**config.mk**
```make
export PLATFORM = sky130hd
export DESIGN_NAME = rpn_stack_evaluator_unit_flat
export DESIGN_NICKNAME = d
export VERILOG_FILES = /design/src/rtl/core/rse_pkg.sv /design/src/rtl/core/rse_req_if.sv /design/src/rtl/core/rse_rsp_if.sv /design/src/rtl/core/rpn_stack_evaluator_unit.sv /design/src/rtl/core/rse_alu.sv /design/src/flat_wrapper.sv
export SDC_FILE = /design/constraint.sdc
export NUM_CORES = 2
export LEC_CHECK = 0
export BUFFER_PORTS_ARGS = -buffer_cell sky130_fd_sc_hd__buf_2
export CORE_MARGIN = 1
export CORE_UTILIZATION = 28
export DETAILED_ROUTE_END_ITERATION = 16
export PLACE_DENSITY_LB_ADDON = 0.3
export SLEW_MARGIN = 30
export SYNTH_ARGS = -nofsm -noshare
export SYNTH_HDL_FRONTEND = slang
export SYNTH_SLANG_ARGS = --single-unit
```
**constraint.sdc**
```tcl
create_clock -name clock -period 9.6 [get_ports clock]
set_input_delay 0.48 -clock clock [delete_from_list [all_inputs] [get_ports clock]]
set_output_delay 0.48 -clock clock [all_outputs]
set_load 0.03 [all_outputs]
```
**src/rtl/core/rse_pkg.sv**
```systemverilog
// rse_pkg: token codes, status codes and shared types for the rpn stack evaluator
// used by rse_alu and rpn_stack_evaluator_unit; depends on nothing
`timescale 1ns / 1ps

package rse_pkg;

   localparam int DataWidth = 32;
   localparam int DivSteps  = 32;

   typedef enum logic [2:0] {
      TOK_PUSH = 3'd0,
      TOK_ADD  = 3'd1,
      TOK_SUB  = 3'd2,
      TOK_MUL  = 3'd3,
      TOK_DIV  = 3'd4
   } token_op_type;

   localparam logic [1:0] ST_OK    = 2'd0;
   localparam logic [1:0] ST_UNDER = 2'd1;
   localparam logic [1:0] ST_OVER  = 2'd2;
   localparam logic [1:0] ST_DIVZ  = 2'd3;

   typedef struct packed {
      logic       start;
      logic [2:0] op;
   } alu_req_type;

   typedef struct packed {
      logic                 done;
      logic [DataWidth-1:0] result;
   } alu_rsp_type;

   // keeps the first error of an expression
   function automatic logic [1:0] first_error(logic [1:0] cur, logic [1:0] code);
      first_error = (cur == ST_OK) ? code : cur;
   endfunction

endpackage

```
**src/rtl/core/rse_req_if.sv**
```systemverilog
// rse_req_if: token channel (valid/ready plus token payload)
// no dependencies
`timescale 1ns / 1ps

interface rse_req_if;
   logic               valid;
   logic               ready;
   logic [2:0]         op;
   logic signed [31:0] operand;
   logic               last_token;

   modport source (output valid, output op, output operand, output last_token, input ready);
   modport sink   (input valid, input op, input operand, input last_token, output ready);
endinterface

```
**src/rtl/core/rse_rsp_if.sv**
```systemverilog
// rse_rsp_if: result channel (valid/ready plus value and status)
// no dependencies
`timescale 1ns / 1ps

interface rse_rsp_if;
   logic               valid;
   logic               ready;
   logic signed [31:0] value;
   logic [1:0]         status;

   modport source (output valid, output value, output status, input ready);
   modport sink   (input valid, input value, input status, output ready);
endinterface

```
**src/rtl/core/rpn_stack_evaluator_unit.sv**
```systemverilog
// rpn_stack_evaluator_unit: top level, token sequencer, stack memory and result register
// depends on rse_pkg, rse_req_if, rse_rsp_if and rse_alu
`timescale 1ns / 1ps

// Evaluates a reverse Polish expression one token word at a time and takes one
// token at a time. A push is written in the idle state. For add, subtract and multiply
// the two operands come out of the single-read-port stack memory one after the other,
// then the shared unit's registered result is written back. A divide by a nonzero value
// runs the shared unit's 32 shift-subtract steps between operand load and sign fix-up;
// a divide by zero skips them. A token marked last passes S_FIN_RD and S_FIN to read the
// top of the stack into the result register, and waits there while an earlier result
// word has not been taken. The result register lets the next token in while the result
// waits. The stack holds STACK_DEPTH entries and needs no clearing after reset.

module rpn_stack_evaluator_unit import rse_pkg::*; #(
   parameter int STACK_DEPTH = 64
) (
   input  logic     clock,
   input  logic     reset,
   rse_req_if.sink   req_if,
   rse_rsp_if.source rsp_if
);

   localparam int CntW = $clog2(STACK_DEPTH + 1);
   localparam int IdxW = (STACK_DEPTH > 1) ? $clog2(STACK_DEPTH) : 1;

   typedef enum logic [2:0] {
      S_IDLE, S_RD_B, S_RD_A, S_EXEC, S_WAIT, S_FIN_RD, S_FIN
   } seq_state_type;

   seq_state_type        state_ff, state_in;
   logic [CntW-1:0]      count_ff, count_in;
   logic [1:0]           err_ff, err_in;
   logic [2:0]           op_ff, op_in;
   logic                 last_ff, last_in;
   logic [DataWidth-1:0] b_ff, b_in;
   logic                 rsp_valid_ff, rsp_valid_in;
   logic [DataWidth-1:0] rsp_value_ff, rsp_value_in;
   logic [1:0]           rsp_status_ff, rsp_status_in;

   logic [DataWidth-1:0] stack_mem [STACK_DEPTH];
   logic [DataWidth-1:0] rd_data_ff;
   logic [IdxW-1:0]      rd_idx;
   logic                 wr_en;
   logic [IdxW-1:0]      wr_idx;
   logic [DataWidth-1:0] wr_data;

   logic [CntW-1:0]      cnt_m1, cnt_m2;
   logic                 full;
   alu_req_type          alu_req;
   alu_rsp_type          alu_rsp;

   assign cnt_m1 = count_ff - CntW'(1);
   assign cnt_m2 = count_ff - CntW'(2);
   assign full   = (count_ff >= CntW'(STACK_DEPTH));
   assign rd_idx = (state_ff == S_RD_A) ? cnt_m2[IdxW-1:0] : cnt_m1[IdxW-1:0];

   rse_alu u_alu (
      .clock   (clock),
      .reset   (reset),
      .alu_req (alu_req),
      .a       (rd_data_ff),
      .b       (b_ff),
      .alu_rsp (alu_rsp)
   );

   always_ff @(posedge clock) begin
      if (wr_en) begin
         stack_mem[wr_idx] <= wr_data;
      end
      rd_data_ff <= stack_mem[rd_idx];
   end

   always_comb begin
      state_in      = state_ff;
      count_in      = count_ff;
      err_in        = err_ff;
      op_in         = op_ff;
      last_in       = last_ff;
      b_in          = b_ff;
      rsp_valid_in  = rsp_valid_ff && !rsp_if.ready;
      rsp_value_in  = rsp_value_ff;
      rsp_status_in = rsp_status_ff;
      wr_en         = 1'b0;
      wr_idx        = count_ff[IdxW-1:0];
      wr_data       = req_if.operand;
      alu_req       = '0;
      case (state_ff)
         S_IDLE: begin
            if (req_if.valid) begin
               op_in    = req_if.op;
               last_in  = req_if.last_token;
               state_in = req_if.last_token ? S_FIN_RD : S_IDLE;
               case (req_if.op)
                  TOK_PUSH: begin
                     if (full) begin
                        err_in = first_error(err_ff, ST_OVER);
                     end else begin
                        wr_en    = 1'b1;
                        count_in = count_ff + CntW'(1);
                     end
                  end
                  TOK_ADD, TOK_SUB, TOK_MUL, TOK_DIV: begin
                     if (count_ff < CntW'(2)) begin
                        err_in = first_error(err_ff, ST_UNDER);
                     end else begin
                        state_in = S_RD_B;
                     end
                  end
                  default: ;
               endcase
            end
         end
         S_RD_B: state_in = S_RD_A;
         S_RD_A: begin
            b_in     = rd_data_ff;
            state_in = S_EXEC;
         end
         S_EXEC: begin
            // rd_data_ff now holds the left operand a, the entry below the top; b_ff holds the top
            alu_req.start = 1'b1;
            alu_req.op    = op_ff;
            state_in      = S_WAIT;
         end
         S_WAIT: begin
            if (alu_rsp.done) begin
               wr_en    = 1'b1;
               wr_idx   = cnt_m2[IdxW-1:0];
               wr_data  = alu_rsp.result;
               count_in = cnt_m1;
               if (op_ff == TOK_DIV && b_ff == '0) begin
                  err_in = first_error(err_ff, ST_DIVZ);
               end
               state_in = last_ff ? S_FIN_RD : S_IDLE;
            end
         end
         S_FIN_RD: state_in = S_FIN;
         S_FIN: begin
            if (!rsp_valid_ff || rsp_if.ready) begin
               rsp_valid_in = 1'b1;
               if (count_ff == '0) begin
                  rsp_value_in  = '0;
                  rsp_status_in = first_error(err_ff, ST_UNDER);
               end else begin
                  rsp_value_in  = rd_data_ff;
                  rsp_status_in = err_ff;
               end
               count_in = '0;
               err_in   = ST_OK;
               state_in = S_IDLE;
            end
         end
         default: state_in = S_IDLE;
      endcase
   end

   always_ff @(posedge clock) begin
      if (reset) begin
         state_ff     <= S_IDLE;
         count_ff     <= '0;
         err_ff       <= ST_OK;
         rsp_valid_ff <= 1'b0;
      end else begin
         state_ff     <= state_in;
         count_ff     <= count_in;
         err_ff       <= err_in;
         rsp_valid_ff <= rsp_valid_in;
      end
      op_ff         <= op_in;
      last_ff       <= last_in;
      b_ff          <= b_in;
      rsp_value_ff  <= rsp_value_in;
      rsp_status_ff <= rsp_status_in;
   end

   assign req_if.ready  = (state_ff == S_IDLE);
   assign rsp_if.valid  = rsp_valid_ff;
   assign rsp_if.value  = rsp_value_ff;
   assign rsp_if.status = rsp_status_ff;

   a_count_bound : assert property (@(posedge clock) disable iff (reset)
      count_ff <= CntW'(STACK_DEPTH))
      else $error("stack count beyond depth");

   a_alu_done_in_wait : assert property (@(posedge clock) disable iff (reset)
      alu_rsp.done |-> state_ff == S_WAIT)
      else $error("alu result outside wait state");

   a_rsp_from_fin : assert property (@(posedge clock) disable iff (reset)
      $rose(rsp_valid_ff) |-> $past(state_ff == S_FIN))
      else $error("result word raised outside finish state");

   a_rsp_clears_stack : assert property (@(posedge clock) disable iff (reset)
      $rose(rsp_valid_ff) |-> count_ff == '0 && err_ff == ST_OK)
      else $error("stack not emptied after result");

endmodule

```
**src/rtl/core/rse_alu.sv**
```systemverilog
// rse_alu: shared arithmetic unit, registered add/sub/mul, signed divide
// by restoring shift-subtract, one quotient bit per cycle; depends on rse_pkg
`timescale 1ns / 1ps

module rse_alu import rse_pkg::*; (
   input  logic                 clock,
   input  logic                 reset,
   input  alu_req_type          alu_req,
   input  logic [DataWidth-1:0] a,
   input  logic [DataWidth-1:0] b,
   output alu_rsp_type          alu_rsp
);

   localparam int StepW = $clog2(DivSteps);

   typedef enum logic [1:0] {A_IDLE, A_DIV, A_FIX} alu_state_type;

   alu_state_type        state_ff, state_in;
   logic [StepW-1:0]     step_ff, step_in;
   logic [DataWidth-1:0] rem_ff, rem_in;
   logic [DataWidth-1:0] quo_ff, quo_in;
   logic [DataWidth-1:0] dvs_ff, dvs_in;
   logic                 neg_ff, neg_in;
   logic [DataWidth-1:0] result_ff, result_in;
   logic                 done_ff, done_in;

   logic [DataWidth:0]   rem_shift;
   logic [DataWidth:0]   rem_diff;
   logic [DataWidth-1:0] mag_a, mag_b;

   assign mag_a     = a[DataWidth-1] ? (~a + 1'b1) : a;
   assign mag_b     = b[DataWidth-1] ? (~b + 1'b1) : b;
   assign rem_shift = {rem_ff, quo_ff[DataWidth-1]};
   assign rem_diff  = rem_shift - {1'b0, dvs_ff};

   always_comb begin
      state_in  = state_ff;
      step_in   = step_ff;
      rem_in    = rem_ff;
      quo_in    = quo_ff;
      dvs_in    = dvs_ff;
      neg_in    = neg_ff;
      result_in = result_ff;
      done_in   = 1'b0;
      case (state_ff)
         A_IDLE: begin
            if (alu_req.start) begin
               case (alu_req.op)
                  TOK_ADD: begin
                     result_in = a + b;
                     done_in   = 1'b1;
                  end
                  TOK_SUB: begin
                     result_in = a - b;
                     done_in   = 1'b1;
                  end
                  TOK_MUL: begin
                     result_in = a * b;
                     done_in   = 1'b1;
                  end
                  TOK_DIV: begin
                     if (b == '0) begin
                        result_in = '0;
                        done_in   = 1'b1;
                     end else begin
                        rem_in   = '0;
                        quo_in   = mag_a;
                        dvs_in   = mag_b;
                        neg_in   = a[DataWidth-1] ^ b[DataWidth-1];
                        step_in  = '0;
                        state_in = A_DIV;
                     end
                  end
                  default: begin
                     result_in = '0;
                     done_in   = 1'b1;
                  end
               endcase
            end
         end
         A_DIV: begin
            // dividend shifts out of quo as quotient bits shift in
            if (!rem_diff[DataWidth]) begin
               rem_in = rem_diff[DataWidth-1:0];
               quo_in = {quo_ff[DataWidth-2:0], 1'b1};
            end else begin
               rem_in = rem_shift[DataWidth-1:0];
               quo_in = {quo_ff[DataWidth-2:0], 1'b0};
            end
            step_in = step_ff + 1'b1;
            if (step_ff == StepW'(DivSteps - 1)) begin
               state_in = A_FIX;
            end
         end
         A_FIX: begin
            result_in = neg_ff ? (~quo_ff + 1'b1) : quo_ff;
            done_in   = 1'b1;
            state_in  = A_IDLE;
         end
         default: state_in = A_IDLE;
      endcase
   end

   always_ff @(posedge clock) begin
      if (reset) begin
         state_ff <= A_IDLE;
         done_ff  <= 1'b0;
      end else begin
         state_ff <= state_in;
         done_ff  <= done_in;
      end
      step_ff   <= step_in;
      rem_ff    <= rem_in;
      quo_ff    <= quo_in;
      dvs_ff    <= dvs_in;
      neg_ff    <= neg_in;
      result_ff <= result_in;
   end

   assign alu_rsp.done   = done_ff;
   assign alu_rsp.result = result_ff;

endmodule

```
**src/flat_wrapper.sv**
```systemverilog
// flat-port wrapper written by rule: the top's interface ports become plain ports
module rpn_stack_evaluator_unit_flat import rse_pkg::*;
#(
   parameter int STACK_DEPTH = 64
)
  (clock, reset, req_if_valid, req_if_op, req_if_operand, req_if_last_token, req_if_ready, rsp_if_valid, rsp_if_value, rsp_if_status, rsp_if_ready);
  rse_req_if req_if_i ();
  rse_rsp_if rsp_if_i ();
  input  logic clock;
  input  logic reset;
  input wire logic [$bits(req_if_i.valid)-1:0] req_if_valid;
  input wire logic [$bits(req_if_i.op)-1:0] req_if_op;
  input wire logic [$bits(req_if_i.operand)-1:0] req_if_operand;
  input wire logic [$bits(req_if_i.last_token)-1:0] req_if_last_token;
  output wire logic [$bits(req_if_i.ready)-1:0] req_if_ready;
  output wire logic [$bits(rsp_if_i.valid)-1:0] rsp_if_valid;
  output wire logic [$bits(rsp_if_i.value)-1:0] rsp_if_value;
  output wire logic [$bits(rsp_if_i.status)-1:0] rsp_if_status;
  input wire logic [$bits(rsp_if_i.ready)-1:0] rsp_if_ready;
  assign req_if_i.valid = req_if_valid;
  assign req_if_i.op = req_if_op;
  assign req_if_i.operand = req_if_operand;
  assign req_if_i.last_token = req_if_last_token;
  assign req_if_ready = req_if_i.ready;
  assign rsp_if_valid = rsp_if_i.valid;
  assign rsp_if_value = rsp_if_i.value;
  assign rsp_if_status = rsp_if_i.status;
  assign rsp_if_i.ready = rsp_if_ready;
  rpn_stack_evaluator_unit #(.STACK_DEPTH(STACK_DEPTH)) u_core (.clock(clock), .reset(reset), .req_if(req_if_i), .rsp_if(rsp_if_i));
endmodule
```
==> results.toml <==
[route]
drt-wirelength-per-cell_um = 26.4
dr.pass1.iters = 6
drt_iter0_markers = 5341
antenna_left = 0
vias = 61400
drt_wl_total_um = 328000
drc = 0
vias_per_cell = 4.93

[min_path]
min_path_type = "input port to flop"

[place]
hpwl_um = 204000
gp_congestion = 0.864
pre_cts_slack_ns = 1.14
io_buffers = 75
place_area_um2 = 118000

[critical_path]
path_class = "flop to flop"
cp.arrival_ns = 9.20
endpoint_kind = "flop"
r2r-start = "u_core.b_ff[3]"
endpoint = "u_core.u_alu.result_ff[31]"
crit_path_start_kind = "flop"
reg2reg_depth = 22
worst_r2r_endpoint = "u_core.u_alu.result_ff[31]"
cp.required_ns = 10.26
crit_path_max_fanout = 20
regToRegSetupSlack_ns = 1.06
startpoint = "u_core.b_ff[3]"

[global_route]
grt_overflow_total = 0
grt_first_pass_wirelength_um = 471000
antenna_found_initial = 22
grt_pass1_vias = 64300
grt_use_total = 0.163
grt_max_degree = 94

[sta]
fin_tns_setup_ns = 0
fin_crit_sh = 0.890
period_minus_slack_ns = 8.54
hold_viol_final = 0
finClkSkew_ns = 0.0625
fmax_mhz = 117
worst_slack_ns = 1.06
whs_ns = 0.111
final_max_slew_viol_count = 0
rsz0062_at_grt = "false"
relSlewSlack = 0.233
setup_viol = 0
worst_pin_slew_ns = 1.14

[synth]
synth_common_cells = "edfxtp_1 (2,252), mux4_2 (512), nand2_1 (469)"
synth_area_leaders = "edfxtp_1 (61%), mux4_2 (10%), fa_1 (7.4%)"
synth_edf_count = 2252
yosysTopAreaCell = "edfxtp_1"
ys.flop_type = "edfxtp_1"
synth_warnings = 0
syn-num-nets = 7498
yosysSeqAreaShare = 0.622
yosys.cell_count.top_type = "edfxtp_1"
ys_types = 82
ys_seq_elements = 2300
syn_avg_cell_area_um2 = 16.1
synthCells = 6850
synth_area_um2 = 110000
synth_top_area_frac = 0.614
async_flop_share = 0

[floorplan]
die_h_um = 629
core_area_um2 = 390000
initial_core_util = 0.282
num_rows = 229
io-pin-count = 76
fp.dieW_um = 629
dieArea_um2 = 396000

[run]
max_cap_viol_count = 0

[clocking]
cts_tree = "built"
clk_latency_ns = 0.91
htree_num_levels = 5
path_clk_slew_ns = 0.06
numCtsBuffers = 263
cts_max_path_buffers = 4
cts-root-buf = "clkbuf_16"
cts_resized = 0
cts_sinks = 2300

[final_layout]
final_area_um2 = 126000
drive_above_1_share = 0.188
fin_nets = 7678
synthToLayoutAreaGrowth_pct = 14.7
nFillCells = 37800

[outcome]
status = "complete, no violations"
==> final cells by class <==
| class | instances | area (um^2) | area share |
|---|---|---|---|
| Antenna cell | 14 | 35.0 | 0.000277 |
| Clock buffer | 317 | 6910 | 0.0546 |
| Clock inverter | 152 | 1280 | 0.0101 |
| Inverter | 448 | 1680 | 0.0133 |
| Multi-Input combinational cell | 3703 | 39100 | 0.309 |
| Sequential cell | 2300 | 68600 | 0.543 |
| Tap cell | 5197 | 6500 | 0.0514 |
| Timing Repair Buffer | 314 | 2360 | 0.0187 |
==> sequential cells by signal (all words and copies together) (netlist names) <==
signal	count
u_core.stack_mem	2048
u_core.b_ff	32
u_core.rd_data_ff	32
u_core.rsp_if.value	32
u_core.u_alu.dvs_ff	32
u_core.u_alu.quo_ff	32
u_core.u_alu.rem_ff	32
u_core.u_alu.result_ff	32
u_core.count_ff	7
u_core.u_alu.step_ff	5
u_core.op_ff	3
u_core.state_ff	3
u_core.err_ff	2
u_core.rsp_if.status	2
u_core.u_alu.state_ff	2
u_core.last_ff	1
u_core.rsp_if.valid	1
u_core.u_alu.done_ff	1
u_core.u_alu.neg_ff	1
==> per-stage QoR <==
stage / util / cells
floorplan: - / 6850
global placement: 0.302 / 12000
detailed placement: 0.303 / 12000
CTS: 0.324 / 12400
global route: 0.324 / 12400
finish: 0.324 / 12400
==> critical path, stage by stage, from the launching register on <==
cell       delay (ns)
edfxtp_1         0.84
buf_4            0.32
and2_1           0.18
fa_1             0.44
inv_1            0.11
fa_1             0.43
fa_1             0.48
fa_1             0.56
inv_1            0.06
fa_1             0.48
fa_1             0.59
fa_1             0.44
fa_1             0.49
ha_1             0.39
nand3_1          0.20
or3_1            0.40
a21oi_1          0.17
a2111oi_2        0.11
o31ai_1          0.81
a311oi_1         0.21
o21bai_1         0.20
xnor2_1          0.10
o311ai_1         0.30
==> timing repair <==
item,4_1_cts,5_1_grt
hold buffers,5,0
buffers inserted,0,0
hold endpoints to repair,16,0
==> layer usage <==
layer,vias to the layer above,track usage,routed length [um]
met5,-,0,13
met4,2,0.0495,10800
met3,441,0.0247,18000
met2,1920,0.270,157000
met1,32900,0.221,142000
li1,26100,-,-
==> logic make-up after synthesis <==
group	share of synthesized area
compound gates	0.0481
xor+xnor	0.0213
fa+ha+maj	0.0970
buf+inv	0.0307
flops	0.622
mux	0.119
simple gates	0.0615
==> cell usage in the layout (no fill, tap or decap), types with 75 or more instances in the layout <==
master,count
mux2i_1,155
mux4_2,512
nor2_1,133
ha_1,198
a211oi_1,215
clkbuf_16,267
buf_2,75
and2_1,344
inv_1,447
a21oi_1,236
fa_1,410
nand2_1,436
buf_4,219
edfxtp_1,2252
xnor2_1,138
xor2_1,124
o21ai_0,111
nor2b_1,144
==> worst min-delay path by stage <==
stage / start / end / slack, ns / cells after the start
after floorplan: u_core.rd_data_ff[31] / u_core.b_ff[31] / 0.41 / 0
after global placement: u_core.err_ff[1] / u_core.rsp_if.status[1] / 0.52 / 0
after detailed placement: u_core.count_ff[6] / u_core.count_ff[6] / 0.51 / 2
after CTS: req_if_valid / u_core.op_ff[2] / 0.03 / 2
after global routing: req_if_valid / u_core.op_ff[1] / 0.07 / 2
final: req_if_valid / u_core.op_ff[1] / 0.11 / 2
Power is not shown: default switching activity piles up to over one toggle a cycle in this logic, so the estimate is an artifact.
